--- config.mk ---
export PLATFORM = sky130hd
export DESIGN_NAME = lsh_ctrl
export DESIGN_NICKNAME = d
export VERILOG_FILES = /design/src/rtl/latency_stats_histogram_assert.svh /design/src/rtl/lsh_pkg.sv /design/src/rtl/lsh_ctrl.sv
export SDC_FILE = /design/constraint.sdc
export NUM_CORES = 1
export LEC_CHECK = 0
export BUFFER_PORTS_ARGS = -buffer_cell sky130_fd_sc_hd__buf_2
export CAP_MARGIN = 5
export CORE_UTILIZATION = 37
export CTS_CLUSTER_DIAMETER = 120
export DETAILED_ROUTE_END_ITERATION = 7
export PLACE_DENSITY_LB_ADDON = 0.05
export SLEW_MARGIN = 5
export SYNTH_ARGS = -nofsm -noshare
export SYNTH_HDL_FRONTEND = slang
export SYNTH_SLANG_ARGS = --single-unit
--- constraint.sdc ---
create_clock -name i_clk -period 2.3 [get_ports i_clk]
set_input_delay 0.115 -clock i_clk [delete_from_list [all_inputs] [get_ports i_clk]]
set_output_delay 0.115 -clock i_clk [all_outputs]
set_load 0.05 [all_outputs]
--- src/rtl/latency_stats_histogram_assert.svh ---
// ============================================================================
// latency_stats_histogram assertion macros
// Concurrent assertion wrappers; they expand to nothing in synthesis.
// ============================================================================
`ifndef LATENCY_STATS_HISTOGRAM_ASSERT_SVH
`define LATENCY_STATS_HISTOGRAM_ASSERT_SVH

`ifndef SYNTHESIS
// Check a property on every rising edge outside of reset.
`define LSH_ASSERT(lbl, clk, rst_n, prop, msg) \
    lbl: assert property (@(posedge clk) disable iff (!rst_n) prop) else $error(msg);
// Check a property on every rising edge, reset included.
`define LSH_ASSERT_ALWAYS(lbl, clk, prop, msg) \
    lbl: assert property (@(posedge clk) prop) else $error(msg);
`else
`define LSH_ASSERT(lbl, clk, rst_n, prop, msg)
`define LSH_ASSERT_ALWAYS(lbl, clk, prop, msg)
`endif

`endif

--- src/rtl/lsh_pkg.sv ---
`timescale 1ns / 1ps
// ============================================================================
// lsh_pkg
// Shared constants, codes and controller/datapath interface types.
// ============================================================================
package lsh_pkg;

    localparam int HIST_DEPTH = 8192;
    localparam int BIN_COUNT  = 10;

    localparam int SAMPLE_W   = 31;
    localparam int SUM_W      = 44;
    localparam int ADDR_W     = $clog2(HIST_DEPTH);
    localparam int CNT_W      = $clog2(HIST_DEPTH + 1);
    localparam int TALLY_W    = 14;
    localparam int BIN_NUM_W  = 4;
    localparam int STATUS_W   = 2;
    localparam int BIN_IDX_W  = $clog2(BIN_COUNT);
    localparam int EMIT_W     = $clog2(BIN_COUNT + 1);
    localparam int SEQ_W      = (CNT_W > EMIT_W) ? CNT_W : EMIT_W;

    // Mean divider operand widths
    localparam int DIV_W      = SUM_W;
    localparam int DVS_W      = (CNT_W > EMIT_W) ? CNT_W : EMIT_W;

    // Bin width by reciprocal multiplication: span * RECIP >> SHIFT is exact
    // for every span below 2**SAMPLE_W.
    localparam int WIDTH_SHIFT = SAMPLE_W + $clog2(BIN_COUNT);
    localparam int RECIP_W     = SAMPLE_W + 1;
    localparam int PROD_W      = SAMPLE_W + RECIP_W;
    localparam logic [RECIP_W-1:0] WIDTH_RECIP =
        RECIP_W'(((64'd1 << WIDTH_SHIFT) + BIN_COUNT - 1) / BIN_COUNT);

    // Request codes
    localparam logic REQ_RECORD = 1'b0;
    localparam logic REQ_REPORT = 1'b1;

    // Result item kinds
    localparam logic KIND_SUMMARY = 1'b0;
    localparam logic KIND_BIN     = 1'b1;

    // Report status codes
    localparam logic [STATUS_W-1:0] ST_OK      = 2'd0;
    localparam logic [STATUS_W-1:0] ST_EMPTY   = 2'd1;
    localparam logic [STATUS_W-1:0] ST_DROPPED = 2'd2;

    typedef struct packed {
        logic                 rec;
        logic                 rpt_begin;
        logic                 div_start;
        logic                 mean_cap;
        logic                 width_cap;
        logic                 edge_en;
        logic [BIN_IDX_W-1:0] edge_idx;
        logic                 scan_en;
        logic [ADDR_W-1:0]    scan_addr;
        logic [EMIT_W-1:0]    emit_idx;
        logic                 clear;
    } t_dp_cmd;

    typedef struct packed {
        logic             div_done;
        logic [CNT_W-1:0] count;
    } t_dp_sts;

endpackage

--- src/rtl/lsh_ctrl.sv ---
`timescale 1ns / 1ps
// ============================================================================
// lsh_ctrl
// Sequencer for record, report (divide, edges, scan, drain) and emission.
// ============================================================================
module lsh_ctrl (
    input  logic             i_clk,
    input  logic             i_rst_n,
    input  logic             i_in_valid,
    output logic             o_in_ready,
    input  logic             i_req_type,
    output logic             o_out_valid,
    input  logic             i_out_ready,
    output lsh_pkg::t_dp_cmd o_cmd,
    input  lsh_pkg::t_dp_sts i_sts
);
    import lsh_pkg::*;

    localparam logic [2:0] S_IDLE  = 3'd0;
    localparam logic [2:0] S_MEAN  = 3'd1;
    localparam logic [2:0] S_EDGE  = 3'd3;
    localparam logic [2:0] S_SCAN  = 3'd4;
    localparam logic [2:0] S_DRAIN = 3'd5;
    localparam logic [2:0] S_EMIT  = 3'd6;

    logic [2:0]       r_state;
    logic [2:0]       n_state;
    logic [SEQ_W-1:0] r_cnt;
    logic [SEQ_W-1:0] n_cnt;
    logic             in_beat;

    assign in_beat = i_in_valid && o_in_ready;

    always_comb begin
        n_state     = r_state;
        n_cnt       = r_cnt;
        o_in_ready  = 1'b0;
        o_out_valid = 1'b0;
        o_cmd       = '0;
        o_cmd.edge_idx  = r_cnt[BIN_IDX_W-1:0];
        o_cmd.scan_addr = r_cnt[ADDR_W-1:0];
        o_cmd.emit_idx  = r_cnt[EMIT_W-1:0];

        case (r_state)
            S_IDLE: begin
                o_in_ready = 1'b1;
                if (in_beat) begin
                    if (i_req_type == REQ_RECORD) begin
                        o_cmd.rec = 1'b1;
                    end else begin
                        o_cmd.rpt_begin = 1'b1;
                        o_cmd.div_start = 1'b1;
                        n_state         = S_MEAN;
                    end
                end
            end
            S_MEAN: begin
                // bin width is ready from the multiplier by now
                if (i_sts.div_done) begin
                    o_cmd.mean_cap  = 1'b1;
                    o_cmd.width_cap = 1'b1;
                    n_cnt           = '0;
                    n_state         = S_EDGE;
                end
            end
            S_EDGE: begin
                o_cmd.edge_en = 1'b1;
                if (r_cnt == SEQ_W'(BIN_COUNT - 1)) begin
                    n_cnt   = '0;
                    n_state = S_SCAN;
                end else begin
                    n_cnt = r_cnt + 1'b1;
                end
            end
            S_SCAN: begin
                if (r_cnt == SEQ_W'(i_sts.count)) begin
                    n_cnt   = '0;
                    n_state = S_DRAIN;
                end else begin
                    o_cmd.scan_en = 1'b1;
                    n_cnt         = r_cnt + 1'b1;
                end
            end
            S_DRAIN: begin
                // wait out RAM read and tally update stages
                if (r_cnt == SEQ_W'(1)) begin
                    n_cnt   = '0;
                    n_state = S_EMIT;
                end else begin
                    n_cnt = r_cnt + 1'b1;
                end
            end
            S_EMIT: begin
                o_out_valid = 1'b1;
                if (i_out_ready) begin
                    if (r_cnt == SEQ_W'(BIN_COUNT)) begin
                        o_cmd.clear = 1'b1;
                        n_cnt       = '0;
                        n_state     = S_IDLE;
                    end else begin
                        n_cnt = r_cnt + 1'b1;
                    end
                end
            end
            default: begin
                n_cnt   = '0;
                n_state = S_IDLE;
            end
        endcase
    end

    always_ff @(posedge i_clk) begin
        if (!i_rst_n) begin
            r_state <= S_IDLE;
            r_cnt   <= '0;
        end else begin
            r_state <= n_state;
            r_cnt   <= n_cnt;
        end
    end

endmodule

==> impl_metrics.ini, run 1 <==
[route]
wl_per_cell_microns = 14.9
drt-initial-drc-count = 62
routed_via_density = 5.33
ant_nets = 0
dr_total_vias = 1450
drc_errors = 0
drtPass1Iterations = 4
routed_wl_microns = 4060

[timing]
rsz0062_at_grt = false
skew_ns = 0.00538
min_period_ns = 2.11
report.final.hold_viol_count = 0
setup_violations = 0
slew_viol_final = 0
fmax_mhz = 474
period_share_pct = 91.7
worst_slew_pin_slew_ns = 0.491
relSlewSlack_pct = 67.2

[global_routing]
grt_max_degree = 17
overflow = 0
grt_use_total_pct = 19.7
antenna_found_initial = 0
grt_pass1_wl_microns = 6450
grt_pass1_vias = 1341

[final_layout]
n_fill_cell = 404
final_core_util_pct = 45.1
final_common_cell = buf_2
antenna_cells = 0
syn_to_final_growth_pct = 13.3
final_area_sq_mm = 0.00171
regArea_sq_um = 340
layout-drive-gt1-share_pct = 33.0
layout_common_cells = buf_2 (50), nand2_1 (21), dfxtp_1 (17), xor2_1 (13), buf_4 (13)
finalNetCount = 248
multiInputGateArea_sq_um = 897

[synth]
ys_warn_count = 0
synth_edf_count = 0
synth_seq_area_share_pct = 22.5
synth_flop_cell = dfxtp_1
synth_area_sq_mm = 0.00151
synth_area_leader_cell = dfxtp_1
synthArstFlopShare_pct = 0
syn_inst = 194
netlist_top_cells_area = dfxtp_1 (23%), buf_4 (12%), xor2_1 (7.5%)
syn-num-nets = 217
synth_cell_type_count = 47
ys_ff_latch = 17
avgSynthCellArea_sq_um = 7.79
synth_top_area_share_pct = 22.5

[power]
p_leak_nw = 0.853
ir_drop_mv = 0.289
pwr_density_cell_mw_per_mm2 = 401

[worst_setup_path]
critPathRequiredTime_ns = 2.45
critPathLaunchType = flip-flop
arrival_ns = 2.26
cp_max_fo = 11
reg2reg_depth = 7
end_kind = flip-flop
critical_path.startpoint = r_cnt[0]
r2r-start = r_cnt[0]
setup.worst_path.class = reg2reg

[cts]
cts_hold_buffers = 0
h-tree-depth = 1
clk_pin_slew_ns = 0.07
cts_sinks = 17
clock_latency_ns = 0.25
cts_tree = done
clock_path_buffers = 2
root_buffer = clkbuf_8
numCtsBuffers = 3

[flow_run]
maxCapViolations = 0

[placement]
place_congestion = 0.856
hpwl_microns = 3200
placed_area_sq_mm = 0.00166
portBuffers = 50

[hold_path]
hold_path.class = in2reg
worstHoldStart = i_out_ready
hold-path-cell-count = 3

[die]
start_util_pct = 39.8
die_x_microns = 65.9
die-area_sq_mm = 0.00434
boundaryPins = 51
core_sq_mm = 0.00380
die_h_microns = 65.9
fp-row-count = 22

[run_status]
run_status = finished, final reports clean
-- state kept, by name, summed over array words and instances (netlist names) --
register and count:
r_cnt 14, r_state 3
-- per-stage QoR --
stage	power, mW	worst slack (ns)	TNS (ns)	hold WS, ns	instances
2_1_floorplan	0.413	-0.0276	-0.0304	0.312	194
3_3_place_gp	0.463	0.192	0	0.496	268
3_5_place_dp	0.466	0.213	0	0.502	268
4_1_cts	0.691	0.195	0	0.237	272
5_1_grt	0.725	0.0115	0	0.257	272
6_report	0.687	0.191	0	0.236	272
-- cell families (layout without fill, tap and decap cells) --
kind of cell | Yosys count | after routing | share of synthesized area, %
AO/OA/AOI/OAI | 36 | 36 | 18.3
XOR/XNOR | 17 | 17 | 9.85
adder cells (fa/ha/maj) | 3 | 3 | 2.48
buffers and inverters | 43 | 73 | 19.0
flip-flops | 17 | 17 | 22.5
multiplexers | 2 | 2 | 1.32
AND/OR/NAND/NOR | 76 | 76 | 26.5
-- layout make-up --
type / instances / area share, %
clock buffer: 4 / 2.63
inverter: 6 / 1.31
multi-input combinational: 134 / 52.4
sequential: 17 / 19.9
tap: 48 / 3.51
timing repair buffer: 63 / 20.3
-- cells in the mapped netlist (all sizes together), types with 4 or more instances --
cell and instances:
nor4 9, dfxtp 17, a21o 5, nand3 8
clkbuf 5, buf 32, inv 6, xnor2 4
nor3 5, nor2 11, o21ai 6, and3 7
xor2 13, nand2 22
-- metal layers --
| layer | GRT usage, % | vias up | wire length (microns) | share of wire, % |
|---|---|---|---|---|
| met3 | 3.97 | 4 | 208 | 5.1 |
| li1 | - | 721 | - | - |
| met2 | 30.6 | 48 | 1790 | 44 |
| met4 | 5.43 | 0 | 40 | 0.99 |
| met5 | 0 | - | 0 | 0 |
| met1 | 27.1 | 677 | 2010 | 50 |
-- timing repair --
action	CTS	global route
endpoints found under the setup margin	0	1
setup buffers	0	0
resized for setup	0	1
-- where the power goes --
group | leakage [nW] | switching [mW] | internal, mW | total (mW)
clock network | 0.0228 | 0.103 | 0.123 | 0.226
logic | 0.693 | 0.102 | 0.0539 | 0.156
registers | 0.137 | 0.00693 | 0.298 | 0.305
total | 0.853 | 0.213 | 0.474 | 0.687
-- critical path, stage by stage, from the launching register on --
cell and delay (ns):
dfxtp_1 0.55, ha_1 0.27, nand2_1 0.07, nor3_1 0.35, and3_1 0.27, nand3_1 0.11, xnor2_1 0.14, a32o_1 0.25
-- final timing paths --
kind | to | slack [ns]
hold reg to reg | r_cnt[13] | 0.55
setup reg to reg | r_cnt[12] | 0.19
setup / recovery | r_cnt[12] | 0.19
hold / removal | r_state[2] | 0.24
(Power assumes the default switching activity.)
==> run 2, diff against run 1 <==
--- a/config.mk
+++ b/config.mk
@@ -10,7 +10,7 @@
 export CORE_UTILIZATION = 37
 export CTS_CLUSTER_DIAMETER = 120
 export DETAILED_ROUTE_END_ITERATION = 7
-export PLACE_DENSITY_LB_ADDON = 0.05
+export PLACE_DENSITY_LB_ADDON = 0.1
 export SLEW_MARGIN = 5
 export SYNTH_ARGS = -nofsm -noshare
 export SYNTH_HDL_FRONTEND = slang
==> impl_metrics.ini, run 2 (synthesis results as in run 1) <==
[route]
wl_per_cell_microns = 15.0
routed_via_density = 5.43
ant_nets = 0
drc_errors = 0
drt-initial-drc-count = 118
drtPass1Iterations = 4
dr_total_vias = 1476
routed_wl_microns = 4080

[timing]
worst_slew_pin_slew_ns = 0.603
fmax_mhz = 481
slew_viol_final = 0
skew_ns = 0.00755
setup_violations = 0
rsz0062_at_grt = false
period_share_pct = 90.4
report.final.hold_viol_count = 0
min_period_ns = 2.08
relSlewSlack_pct = 59.8
setup_ws_ns = 0.220

[worst_setup_path]
r2r-start = r_cnt[4]
reg2reg_slack_ns = 0.22
cp_max_fo = 7
reg2reg_depth = 7
crit_slowest_cell = dfxtp_1
critPathRequiredTime_ns = 2.44
crit_chain = xor2_1, nor4_1, nand4_1, a32oi_2, buf_4, nor2_1, a32o_1
end_kind = flip-flop
setup.worst_path.class = reg2reg
worstReg2RegEnd = r_cnt[12]
critPathLaunchType = flip-flop
arrival_ns = 2.22
max_stage_delay_ns = 0.50

[final_layout]
final_common_cell = buf_2
layout_common_cells = buf_2 (50), nand2_1 (21), dfxtp_1 (16), xor2_1 (13), buf_4 (13)
finalNetCount = 248
largest_register_ffs = 14
regArea_sq_um = 342
antenna_cells = 0
multiInputGateArea_sq_um = 891
reg_top3 = r_cnt: 14 flops, r_state: 3 flops
final_core_util_pct = 45.0
finalNonFillerCells = 272
syn_to_final_growth_pct = 13.0
n_fill_cell = 406
largest-register = r_cnt
layout-drive-gt1-share_pct = 33.0

[flow_run]
maxCapViolations = 0

[cts]
post_cts.repair.setup_buffers = 0
root_buffer = clkbuf_8
cts_sinks = 17
h-tree-depth = 1
clk_pin_slew_ns = 0.07
clock_path_buffers = 2
cts_tree = done
clock_latency_ns = 0.25
numCtsBuffers = 3

[power]
p_leak_nw = 0.854
finalPower_mw = 0.684
power_frac_comb_pct = 22.9
netSwitchingFraction_pct = 30.8
clkPwrFrac_pct = 33.1
pwr_density_cell_mw_per_mm2 = 401
seq_power_share_pct = 44.1
p_int_mw = 0.473
p_sw_mw = 0.211
ir_drop_mv = 0.244

[die]
die_h_microns = 65.9
core_sq_mm = 0.00380
start_util_pct = 39.8
fp-row-count = 22
die_x_microns = 65.9
die-area_sq_mm = 0.00434
boundaryPins = 51

[global_routing]
grt_pass1_wl_microns = 6580
overflow = 0
antenna_found_initial = 0
grt_use_total_pct = 19.9
grt_pass1_vias = 1329
grt_max_degree = 17

[placement]
dp.cells = 268
pre_cts_slack_ns = 0.195
place_congestion = 0.851
portBuffers = 50
hpwl_microns = 3110

[run_status]
run_status = finished, final reports clean

[hold_path]
worstHoldStart = i_out_ready
holdPathEnd = r_state[2]
hold_path.class = in2reg
hold-path-cell-count = 3
[run 2: cell types whose count changed in the layout (fill, tap and decap cells not counted)]
cell	previous run	this run
dfxtp_1	17	16
dfxtp_2	0	1
nor4_1	7	8
nor4_2	2	1
[run 2: worst max-delay path by stage]
stage	from	end	slack (ns)
floorplan	r_state[1]	o_cmd[27]	-0.03
global placement	r_cnt[0]	r_cnt[12]	0.21
detailed placement	r_cnt[0]	r_cnt[12]	0.19
CTS	r_cnt[0]	r_cnt[12]	0.17
global route	r_cnt[1]	r_cnt[12]	0.04
finish	r_cnt[4]	r_cnt[12]	0.22
[run 2: final cells by class]
cell class	count	share of cell area, %
Multi-Input combinational cell	134	52.2
Timing Repair Buffer	63	20.4
Sequential cell	17	20.0
Tap cell	48	3.52
Clock buffer	4	2.64
Inverter	6	1.32
[run 2: stage by stage]
| step | instance area (sq um) | hold slack [ns] | setup TNS, ns |
|---|---|---|---|
| after floorplan | 1520 | 0.312 | -0.0304 |
| after CTS | 1710 | 0.223 | 0 |
| after global placement | 1660 | 0.489 | 0 |
| after global routing | 1710 | 0.235 | 0 |
| after detailed placement | 1660 | 0.495 | 0 |
| final | 1710 | 0.228 | 0 |
[run 2: power groups by stage]
stage | Sequential [mW] | Combinational, mW | Clock, mW
finish | 0.302 | 0.156 | 0.226
global route | 0.302 | 0.167 | 0.248
CTS | 0.302 | 0.155 | 0.236
detailed placement | 0.308 | 0.155 | 0
global placement | 0.309 | 0.154 | 0
floorplan | 0.306 | 0.107 | 0
[run 2: routing by layer]
metal / part of all wire (%) / up-vias / GRT usage, %
met4: 0.78 / 0 / 5.71
met2: 45 / 54 / 30.2
li1: - / 724 / -
met3: 6.9 / 4 / 4.48
met5: 0 / - / 0
met1: 47 / 694 / 27.7
[run 2: timing repair]
| action | 4_1_cts | 5_1_grt |
|---|---|---|
| endpoints found under the setup margin | 0 | 1 |
| resized for setup | 0 | 1 |
| hold endpoints to repair | 0 | 0 |
| hold buffers | 0 | 0 |
[run 2: worst max-delay path, delay by kind of cell (launching register included)]
kind,cells,cell delay (ns)
compound gates,2,0.52
buf+inv,1,0.20
flops,1,0.50
simple gates,3,0.64
xor+xnor,1,0.11
